## config.mk

```make
export PLATFORM = sky130hd
export DESIGN_NAME = incast_window_clamp_engine_core
export DESIGN_NICKNAME = d
export VERILOG_FILES = /design/src/rtl/iwce_pkg.sv /design/src/rtl/incast_window_clamp_engine_core.sv /design/src/rtl/iwce_front.sv /design/src/rtl/iwce_back.sv
export VERILOG_INCLUDE_DIRS = /design/src /design/src/rtl
export SDC_FILE = /design/constraint.sdc
export NUM_CORES = 2
export LEC_CHECK = 0
export ABC_AREA = 1
export BUFFER_PORTS_ARGS = -buffer_cell sky130_fd_sc_hd__buf_2
export CELL_PAD_IN_SITES_DETAIL_PLACEMENT = 1
export CELL_PAD_IN_SITES_GLOBAL_PLACEMENT = 1
export CORE_MARGIN = 3
export CORE_UTILIZATION = 54
export CTS_CLUSTER_SIZE = 28
export DETAILED_ROUTE_END_ITERATION = 10
export PLACE_DENSITY_LB_ADDON = 0.1
export SETUP_SLACK_MARGIN = 0.1
export SLEW_MARGIN = 20
export SYNTH_ARGS = -nofsm -noshare
export SYNTH_HDL_FRONTEND = slang
export SYNTH_SLANG_ARGS = --single-unit
```

## constraint.sdc

```tcl
create_clock -name clk -period 29.5 [get_ports clk]
set_clock_uncertainty 0.05 [all_clocks]
set_input_delay 4.425 -clock clk [delete_from_list [all_inputs] [get_ports clk]]
set_output_delay 4.425 -clock clk [all_outputs]
set_load 0.01 [all_outputs]
```

## src/rtl/incast_window_clamp_engine_core_macros.svh

```systemverilog
// ----------------------------------------------------------------------------
// incast_window_clamp_engine_core_macros
// Assertion macros shared by the incast window clamp engine.
// ----------------------------------------------------------------------------
`ifndef INCAST_WINDOW_CLAMP_ENGINE_CORE_MACROS_SVH
`define INCAST_WINDOW_CLAMP_ENGINE_CORE_MACROS_SVH

// Implication checked on every rising clock edge outside reset.
`define IWC_ASSERT_IMP(label, clk, rst_n, ante, cons) \
	label: assert property (@(posedge clk) disable iff (!rst_n) (ante) |-> (cons)) \
		else $error("assertion failed");

// Next-cycle implication checked outside reset.
`define IWC_ASSERT_NEXT(label, clk, rst_n, ante, cons) \
	label: assert property (@(posedge clk) disable iff (!rst_n) (ante) |=> (cons)) \
		else $error("assertion failed");

`endif

```

## src/rtl/iwce_pkg.sv

```systemverilog
// ----------------------------------------------------------------------------
// iwce_pkg
// Types and constants of the incast window clamp engine.
// ----------------------------------------------------------------------------
package iwce_pkg;

	localparam logic [1:0] REQ_PACKET   = 2'd0;
	localparam logic [1:0] REQ_TICK     = 2'd1;
	localparam logic [1:0] REQ_SETUP    = 2'd2;
	localparam logic [1:0] REQ_RESERVED = 2'd3;

	localparam logic [1:0] CFG_ENABLE      = 2'd0;
	localparam logic [1:0] CFG_ROUND_LIMIT = 2'd1;
	localparam logic [1:0] CFG_HOLD_ROUNDS = 2'd2;

	localparam logic [15:0] HDR_OVERHEAD = 16'd54;
	localparam int WND_SHIFT = 3;

	// One input item as it passes from the front part to the back part.
	typedef struct packed {
		logic [1:0]  req_type;
		logic [3:0]  port;
		logic        is_tcp;
		logic        syn_flag;
		logic        fin_flag;
		logic        ack_flag;
		logic [15:0] window_in;
		logic [15:0] checksum_in;
		logic [23:0] backlog;
		logic        last_port;
		logic [23:0] queue_limit_in;
		logic [15:0] mtu_in;
	} item_t;

	// Result item.
	typedef struct packed {
		logic [15:0] window_out;
		logic [15:0] checksum_out;
		logic        window_rewritten;
		logic        incast_state;
		logic        incast_detected;
		logic        accepted;
	} result_t;

	// Incremental one's complement checksum update.
	function automatic logic [15:0] csum_patch(logic [15:0] hc, logic [15:0] oldv,
			logic [15:0] newv);
		logic [17:0] s;
		logic [16:0] t;
		begin
			s = {2'b0, ~hc} + {2'b0, ~oldv} + {2'b0, newv};
			t = {1'b0, s[15:0]} + {15'b0, s[17:16]};
			t = {1'b0, t[15:0]} + {16'b0, t[16]};
			csum_patch = ~t[15:0];
		end
	endfunction

endpackage

```

## src/rtl/incast_window_clamp_engine_core.sv

```systemverilog
// ----------------------------------------------------------------------------
// incast_window_clamp_engine_core
// Per-port incast detector with TCP window clamp.
// ----------------------------------------------------------------------------
// Usage: items enter on the in channel (in_valid/in_stall) as separate field
// ports; one result leaves per item on the out channel (out_valid/out_stall).
// Registers enable, round_limit and hold_rounds are written through the
// cfg channel (cfg_valid/cfg_ready, cfg_index, cfg_data); the user must write
// them only while idle, which the block does not enforce. A two-entry queue
// separates input acceptance from execution, so input keeps flowing while a
// result waits at the output register. Each item passes a queue entry and
// the output register; a tick on a set-up port first waits at the queue head
// while its syn count times clamped window product is registered. Throughput:
// one packet or setup per cycle while the output is free.
// Reset clears all port entries, incast flags, syn counts and the round
// counters; enable comes up zero, round_limit 16 and hold_rounds 7.
// When the receiver stalls, the result holds, the queue fills and then
// in_stall rises until the output moves again.
// ----------------------------------------------------------------------------
module incast_window_clamp_engine_core #(
	parameter int NUM_PORTS = 16
) (
	input  logic        clk,
	input  logic        arst_n,
	input  logic        in_valid,
	output logic        in_stall,
	input  logic [1:0]  req_type,
	input  logic [3:0]  port,
	input  logic        is_tcp,
	input  logic        syn_flag,
	input  logic        fin_flag,
	input  logic        ack_flag,
	input  logic [15:0] window_in,
	input  logic [15:0] checksum_in,
	input  logic [23:0] backlog,
	input  logic        last_port,
	input  logic [23:0] queue_limit_in,
	input  logic [15:0] mtu_in,
	output logic        out_valid,
	input  logic        out_stall,
	output logic [15:0] window_out,
	output logic [15:0] checksum_out,
	output logic        window_rewritten,
	output logic        incast_state,
	output logic        incast_detected,
	output logic        accepted,
	input  logic        cfg_valid,
	output logic        cfg_ready,
	input  logic [1:0]  cfg_index,
	input  logic [7:0]  cfg_data
);

	logic                 enable_q;
	logic [7:0]           round_limit_q;
	logic [7:0]           hold_rounds_q;
	iwce_pkg::item_t      in_item;
	iwce_pkg::item_t      q_item;
	iwce_pkg::result_t    res;
	logic                 q_valid;
	logic                 q_take;

	// Configuration registers.
	assign cfg_ready = 1'b1;
	always_ff @(posedge clk or negedge arst_n) begin
		if (!arst_n) begin
			enable_q      <= 1'b0;
			round_limit_q <= 8'd16;
			hold_rounds_q <= 8'd7;
		end else if (cfg_valid) begin
			case (cfg_index)
				iwce_pkg::CFG_ENABLE:      enable_q      <= cfg_data[0];
				iwce_pkg::CFG_ROUND_LIMIT: round_limit_q <= cfg_data;
				iwce_pkg::CFG_HOLD_ROUNDS: hold_rounds_q <= cfg_data;
				default: begin
				end
			endcase
		end
	end

	// Pack the input fields.
	always_comb begin
		in_item.req_type       = req_type;
		in_item.port           = port;
		in_item.is_tcp         = is_tcp;
		in_item.syn_flag       = syn_flag;
		in_item.fin_flag       = fin_flag;
		in_item.ack_flag       = ack_flag;
		in_item.window_in      = window_in;
		in_item.checksum_in    = checksum_in;
		in_item.backlog        = backlog;
		in_item.last_port      = last_port;
		in_item.queue_limit_in = queue_limit_in;
		in_item.mtu_in         = mtu_in;
	end

	iwce_front u_front (
		.clk      (clk),
		.arst_n   (arst_n),
		.in_valid (in_valid),
		.in_stall (in_stall),
		.in_item  (in_item),
		.q_valid  (q_valid),
		.q_take   (q_take),
		.q_item   (q_item)
	);

	iwce_back #(.NUM_PORTS(NUM_PORTS)) u_back (
		.clk         (clk),
		.arst_n      (arst_n),
		.enable      (enable_q),
		.round_limit (round_limit_q),
		.hold_rounds (hold_rounds_q),
		.q_valid     (q_valid),
		.q_take      (q_take),
		.q_item      (q_item),
		.out_valid   (out_valid),
		.out_stall   (out_stall),
		.out_res     (res)
	);

	assign window_out       = res.window_out;
	assign checksum_out     = res.checksum_out;
	assign window_rewritten = res.window_rewritten;
	assign incast_state     = res.incast_state;
	assign incast_detected  = res.incast_detected;
	assign accepted         = res.accepted;

endmodule

```

## src/rtl/iwce_front.sv

```systemverilog
// ----------------------------------------------------------------------------
// iwce_front
// Input stage and two-entry queue that decouples acceptance from execution.
// ----------------------------------------------------------------------------
module iwce_front (
	input  logic               clk,
	input  logic               arst_n,
	input  logic               in_valid,
	output logic               in_stall,
	input  iwce_pkg::item_t    in_item,
	output logic               q_valid,
	input  logic               q_take,
	output iwce_pkg::item_t    q_item
);

	iwce_pkg::item_t entry_q [2];
	logic            wr_ptr_q;
	logic            rd_ptr_q;
	logic [1:0]      count_q;
	logic            push;
	logic            pop;

	// The queue stalls the sender only when both entries are taken.
	assign in_stall = (count_q == 2'd2);
	assign push     = in_valid && !in_stall;
	assign q_valid  = (count_q != 2'd0);
	assign pop      = q_valid && q_take;
	assign q_item   = entry_q[rd_ptr_q];

	// Entry storage holds payload only.
	always_ff @(posedge clk) begin
		if (push) begin
			entry_q[wr_ptr_q] <= in_item;
		end
	end

	// Pointers and fill count.
	always_ff @(posedge clk or negedge arst_n) begin
		if (!arst_n) begin
			wr_ptr_q <= 1'b0;
			rd_ptr_q <= 1'b0;
			count_q  <= 2'd0;
		end else begin
			if (push) wr_ptr_q <= ~wr_ptr_q;
			if (pop) rd_ptr_q <= ~rd_ptr_q;
			count_q <= count_q + {1'b0, push} - {1'b0, pop};
		end
	end

	`include "incast_window_clamp_engine_core_macros.svh"
	`IWC_ASSERT_IMP(a_no_overflow, clk, arst_n, count_q == 2'd2, !push)
	`IWC_ASSERT_IMP(a_no_underflow, clk, arst_n, count_q == 2'd0, !pop)
	`IWC_ASSERT_NEXT(a_count_hold, clk, arst_n, push && !pop && count_q == 2'd1,
		count_q == 2'd2)

endmodule

```

## src/rtl/iwce_back.sv

```systemverilog
// ----------------------------------------------------------------------------
// iwce_back
// Executes one item against the per-port tables, one item a cycle for
// packets and setups while the output is free; a tick waits for its product.
// ----------------------------------------------------------------------------
module iwce_back #(
	parameter int NUM_PORTS = 16
) (
	input  logic               clk,
	input  logic               arst_n,
	input  logic               enable,
	input  logic [7:0]         round_limit,
	input  logic [7:0]         hold_rounds,
	input  logic               q_valid,
	output logic               q_take,
	input  iwce_pkg::item_t    q_item,
	output logic               out_valid,
	input  logic               out_stall,
	output iwce_pkg::result_t  out_res
);

	localparam int PW = (NUM_PORTS > 1) ? $clog2(NUM_PORTS) : 1;

	logic [NUM_PORTS-1:0] port_valid_q;
	logic [NUM_PORTS-1:0] incast_flag_q;
	logic [23:0]          queue_limit_q [NUM_PORTS];
	logic [15:0]          segment_size_q [NUM_PORTS];
	logic [15:0]          syn_count_q [NUM_PORTS];
	logic [31:0]          start_round_q [NUM_PORTS];
	logic [7:0]           round_phase_q;
	logic [31:0]          round_number_q;

	logic                 phase_q;   // tick: product cycle done
	logic [40:0]          prod_q;
	logic                 res_valid_q;
	iwce_pkg::result_t    res_q;

	logic                 in_range;
	logic [PW-1:0]        pidx;
	logic                 pvalid;
	logic [23:0]          qlim;
	logic [15:0]          seg;
	logic [15:0]          syn;
	logic                 inc;
	logic [20:0]          wnd;
	logic [19:0]          lim10;
	logic [20:0]          mult_b;
	logic                 is_tick;
	logic                 do_exec;
	logic                 out_free;
	logic                 clear_ok;
	logic                 inc_after_clear;
	logic [41:0]          amount;
	logic                 set_inc;
	iwce_pkg::result_t    res_d;

	// Port decode.
	assign in_range = (32'(q_item.port) < NUM_PORTS);
	assign pidx     = in_range ? PW'(q_item.port) : '0;
	assign pvalid   = in_range && port_valid_q[pidx];
	assign qlim     = queue_limit_q[pidx];
	assign seg      = segment_size_q[pidx];
	assign syn      = syn_count_q[pidx];
	assign inc      = incast_flag_q[pidx];
	assign wnd      = 21'(qlim >> iwce_pkg::WND_SHIFT);
	assign lim10    = {seg, 3'b0} + {3'b0, seg, 1'b0};
	assign mult_b   = (wnd < {1'b0, lim10}) ? wnd : {1'b0, lim10};

	assign is_tick  = (q_item.req_type == iwce_pkg::REQ_TICK) && enable && pvalid;
	assign out_free = !res_valid_q || !out_stall;
	// A valid tick first registers its product, then executes.
	assign do_exec  = q_valid && out_free && (!is_tick || phase_q);
	assign q_take   = do_exec;

	// Tick decision.
	assign clear_ok = inc && ({8'b0, q_item.backlog} < 32'(wnd)) &&
		((round_number_q - start_round_q[pidx]) >= {24'b0, hold_rounds});
	assign inc_after_clear = inc && !clear_ok;
	assign amount   = {1'b0, prod_q} + {18'b0, q_item.backlog};
	assign set_inc  = !inc_after_clear && (amount > {18'b0, qlim}) &&
		(q_item.backlog != 24'd0);

	// Result formation.
	always_comb begin
		res_d = '0;
		case (q_item.req_type)
			iwce_pkg::REQ_PACKET: begin
				res_d.window_out   = q_item.window_in;
				res_d.checksum_out = q_item.checksum_in;
				if (enable && pvalid) begin
					res_d.accepted     = 1'b1;
					res_d.incast_state = inc;
					if (q_item.is_tcp && q_item.ack_flag && seg != 16'd0 &&
						(inc || ({1'b0, q_item.backlog} + {9'b0, seg}
						>= {1'b0, qlim}))) begin
						res_d.window_out       = seg;
						res_d.checksum_out     = iwce_pkg::csum_patch(q_item.checksum_in,
							q_item.window_in, seg);
						res_d.window_rewritten = 1'b1;
					end
				end
			end
			iwce_pkg::REQ_TICK: begin
				if (enable && pvalid) begin
					res_d.accepted        = 1'b1;
					res_d.incast_state    = inc_after_clear || set_inc;
					res_d.incast_detected = set_inc;
				end
			end
			iwce_pkg::REQ_SETUP: begin
				res_d.accepted = enable && in_range &&
					(q_item.queue_limit_in != 24'd0) && (q_item.mtu_in != 16'd0);
			end
			default: begin
				res_d = '0;
			end
		endcase
	end

	// Product register for the tick test.
	always_ff @(posedge clk) begin
		prod_q <= {25'b0, syn} * {20'b0, mult_b};
	end

	// Output register; the table update happens on execution.
	always_ff @(posedge clk) begin
		if (do_exec) res_q <= res_d;
	end

	always_ff @(posedge clk or negedge arst_n) begin
		if (!arst_n) begin
			res_valid_q <= 1'b0;
			phase_q     <= 1'b0;
		end else begin
			if (do_exec) res_valid_q <= 1'b1;
			else if (!out_stall) res_valid_q <= 1'b0;
			if (do_exec) phase_q <= 1'b0;
			else if (q_valid && is_tick && out_free) phase_q <= 1'b1;
		end
	end

	// Setup payload tables.
	always_ff @(posedge clk) begin
		if (do_exec && q_item.req_type == iwce_pkg::REQ_SETUP && res_d.accepted) begin
			queue_limit_q[pidx]  <= q_item.queue_limit_in;
			segment_size_q[pidx] <= (q_item.mtu_in > iwce_pkg::HDR_OVERHEAD) ?
				q_item.mtu_in - iwce_pkg::HDR_OVERHEAD : 16'd0;
		end
	end

	// Control state tables and round counters.
	always_ff @(posedge clk or negedge arst_n) begin
		if (!arst_n) begin
			port_valid_q   <= '0;
			incast_flag_q  <= '0;
			round_phase_q  <= 8'd0;
			round_number_q <= 32'd0;
			for (int i = 0; i < NUM_PORTS; i++) begin
				syn_count_q[i]   <= 16'd0;
				start_round_q[i] <= 32'd0;
			end
		end else if (do_exec && enable) begin
			case (q_item.req_type)
				iwce_pkg::REQ_PACKET: begin
					if (pvalid && q_item.is_tcp && !inc) begin
						if (q_item.syn_flag) begin
							if (syn != 16'hFFFF) syn_count_q[pidx] <= syn + 16'd1;
						end else if (q_item.fin_flag) begin
							if (syn != 16'd0) syn_count_q[pidx] <= syn - 16'd1;
						end
					end
				end
				iwce_pkg::REQ_TICK: begin
					if (pvalid) begin
						incast_flag_q[pidx] <= inc_after_clear || set_inc;
						if (set_inc) start_round_q[pidx] <= round_number_q;
						if (set_inc || round_phase_q == round_limit)
							syn_count_q[pidx] <= 16'd0;
					end
					if (q_item.last_port) begin
						round_phase_q  <= (round_phase_q == round_limit) ? 8'd0 :
							round_phase_q + 8'd1;
						round_number_q <= round_number_q + 32'd1;
					end
				end
				iwce_pkg::REQ_SETUP: begin
					if (res_d.accepted) begin
						port_valid_q[pidx]  <= 1'b1;
						incast_flag_q[pidx] <= 1'b0;
						syn_count_q[pidx]   <= 16'd0;
						start_round_q[pidx] <= 32'd0;
					end
				end
				default: begin
				end
			endcase
		end
	end

	assign out_valid = res_valid_q;
	assign out_res   = res_q;

	`include "incast_window_clamp_engine_core_macros.svh"
	`IWC_ASSERT_IMP(a_take_needs_room, clk, arst_n, q_take, out_free && q_valid)
	`IWC_ASSERT_IMP(a_detect_sets, clk, arst_n, do_exec && res_d.incast_detected,
		res_d.incast_state)
	`IWC_ASSERT_NEXT(a_exec_gives_result, clk, arst_n, do_exec, res_valid_q)

endmodule
```

==> metrics.cfg <==
[drt]
avgRoutedWirePerCell_um = 27.91
drt-vias-per-instance = 6.419
drc = 0
drt_first_iter_violations = 8323
wl_mm = 359.3
antenna_left = 0
firstDrtPassIters = 8
vias = 82655

[critical_path]
critPathKind = reg2reg
path_delay_family = simple AND/OR/NAND/NOR gates
critical-path-max-stage-delay_ns = 1.06
crit_buf_inv = 13
r2r_slack_ns = 13.55
timing.rr.start = u_front.rd_ptr_q
cp_data_required_time_ns = 30.14
crit_path_frequent_cell = nand2_1
startpoint = u_front.rd_ptr_q
start_kind = flop
end_kind = flop
slowest_stage = nand2_1
arrival_ns = 16.60
cp_max_fo = 77

[cells_and_area]
drive_gt1_share_pct = 7.615
fillers = 20127
fin_area_sq_mm = 0.1062
multi_input_area_sq_mm = 0.04260
final-seq-area_sq_mm = 0.04907
fin_nets = 11081
area_growth_pct = 9.321

[placement]
post_dp_cell_area_sq_mm = 0.09980
place.gp.congestion = 0.9543
hpwl_mm = 230.7
port_buffers = 159

[run_status]
outcome = completed

[timing]
fin_crit_sh_pct = 54.08
worst_pin_slew_ns = 1.223
setup_tns_ns = 0
hold_violations = 0
slew_headroom_pct = 17.69
maxSlewViolCount = 0
setup_viol = 0
fmax_ghz = 0.06268
rsz0062_at_grt = false
period_minus_slack_ns = 15.95

[floorplanning]
core-area_sq_mm = 0.1786
die_area_sq_mm = 0.1850
die_w_um = 430.2
dieHeight_um = 430.2
io_pins = 161
row_count = 155
initial_core_util_pct = 54.39

[synth]
synthTopCellsByArea = edfxtp_1 (28%), dfrtp_1 (22%), nand2_1 (10%), fa_1 (5.6%), ha_1 (4.3%)
ys_warn_count = 0
synth_seq_cells = 1790
synth_edf_count = 890
avgSynthCellArea_sq_um = 9.333
synthMostInstantiatedCell = nand2_1
synth_common_cells = nand2_1 (2621), edfxtp_1 (890), dfrtp_1 (859)
synthFlopType = edfxtp_1
async_flop_share_pct = 48.21
netlist_instances = 10409
synth_top_area_share_pct = 27.51
seq_area_frac_synth_pct = 50.51
synth_top_area_cell = edfxtp_1
synth.distinct_cells = 69
syn_area_sq_mm = 0.09715

[run]
maxCapViolCount = 0

[global_route]
grt_pass1_vias = 87393
antenna_found_initial = 18
track_usage_pct = 38.45
overflow = 0
grt_pass1_wl_mm = 541.1
grt_max_degree = 144

[cts]
clock_latency_ns = 0.88
cts_sinks = 1790
cts_setup_buffers = 0
clk_pin_slew_ns = 0.06
cts_tree = built
postCtsResizedCells = 0
htree_levels = 4
root_buffer = clkbuf_16
cts_buffers = 186
clock_path_buffers = 3
cts_hold_buf = 0

[worst_hold_path]
hold_path_startpoint = u_back.port_valid_q[15]
hp-class = reg2reg

-- tightest hold or removal path: cells and delay by family, from the launching register on --
family	cells	cell delay (ns)
DFF	1	0.33
AOI/OAI and AO/OA	1	0.06
buffers and inverters	1	0.05
-- kinds of logic (layout without fill, tap and decap cells) --
logic type | count (synthesis) | in the layout | share of synthesized area (%)
AND/OR/NAND/NOR | 4474 | 4474 | 19.95
AO/OA/AOI/OAI | 1886 | 1886 | 11.52
flip-flops | 1790 | 1790 | 50.51
buffers and inverters | 1429 | 1511 | 6.069
adder cells (fa/ha/maj) | 606 | 606 | 9.899
XOR/XNOR | 187 | 187 | 1.686
multiplexers | 35 | 35 | 0.3606
other | 2 | 32 | 0.007730
-- registers in the layout, indices dropped and copies added, names as in the netlist --
signal / cells
u_back.phase_q: 1
u_front.count_q: 2
u_front.wr_ptr_q: 1
u_back.incast_flag_q: 16
u_back.prod_q: 37
u_front.entry_q: 214
u_back.round_phase_q: 8
u_back.out_res: 36
u_back.segment_size_q: 256
u_back.out_valid: 1
u_front.rd_ptr_q: 1
round_limit_q: 8
enable_q: 1
u_back.syn_count_q: 256
u_back.round_number_q: 32
u_back.queue_limit_q: 384
u_back.port_valid_q: 16
hold_rounds_q: 8
u_back.start_round_q: 512
-- metal layers --
metal  up-vias  GRT usage (%)  routed length, um
met4         6          18.59              18120
met1     42274          49.21             140500
met2      3875          62.75             170900
met5         -              0                 28
met3       952          7.773              29810
li1      35548              -                  -
-- area by class of cell --
cell class                 count  share of cell area (%)
sequential                  1790                   46.20
multi-input combinational   7205                   40.11
clock buffer                 244                   4.863
inverter                     854                   3.027
tap                         2355                   2.774
timing repair buffer         316                   1.926
clock inverter                97                   1.060
antenna                       15                 0.03534
-- path summary, 6_finish.rpt --
check                                            end  cells past startpoint
min                          u_back.port_valid_q[15]                      2
max                                u_back.prod_q[27]                     58
min reg2reg                  u_back.port_valid_q[15]                      2
max in group asynchronous  u_back.start_round_q[186]                      5
min in group asynchronous     u_back.syn_count_q[92]                      1
max reg2reg                        u_back.prod_q[27]                     58
-- metrics by stage --
step | setup slack [ns] | utilization (%) | hold WS [ns] | std cells
2_1_floorplan | 19.13 | - | 0.3775 | 10424
5_1_grt | 12.44 | 59.45 | 0.4404 | 12872
3_5_place_dp | 13.63 | 55.87 | 0.4031 | 12519
3_3_place_gp | 14.02 | 55.87 | 0.3881 | 12519
4_1_cts | 13.52 | 59.39 | 0.4180 | 12860
6_report | 13.55 | 59.46 | 0.4131 | 12876
-- cell usage in the layout (no fill, tap or decap), types with 20 or more instances in the layout --
cell          n
a21oi_1     428
a22oi_1     512
buf_2       158
buf_4       152
clkbuf_1     31
clkbuf_16   188
clkbuf_8     25
clkinv_1     36
clkinv_2     34
dfrtp_1     858
dfxtp_1      37
edfxtp_1    890
fa_1        271
ha_1        333
inv_1       822
inv_2        20
mux2i_1      35
nand2_1    2614
nand2_2      24
nand3_1     573
nand3_2      30
nand4_1     379
nor2_1      593
nor2_2       21
nor2_4       35
nor3_1       67
nor4_1       59
o21ai_0     562
o21ai_1     157
o22ai_1      90
o31ai_1      38
or2_2        20
xnor2_1      44
xor2_1      143
Power is left out: the tool's default activity adds up to more than one toggle a clock period on the data nets, which glitch-free logic cannot reach.
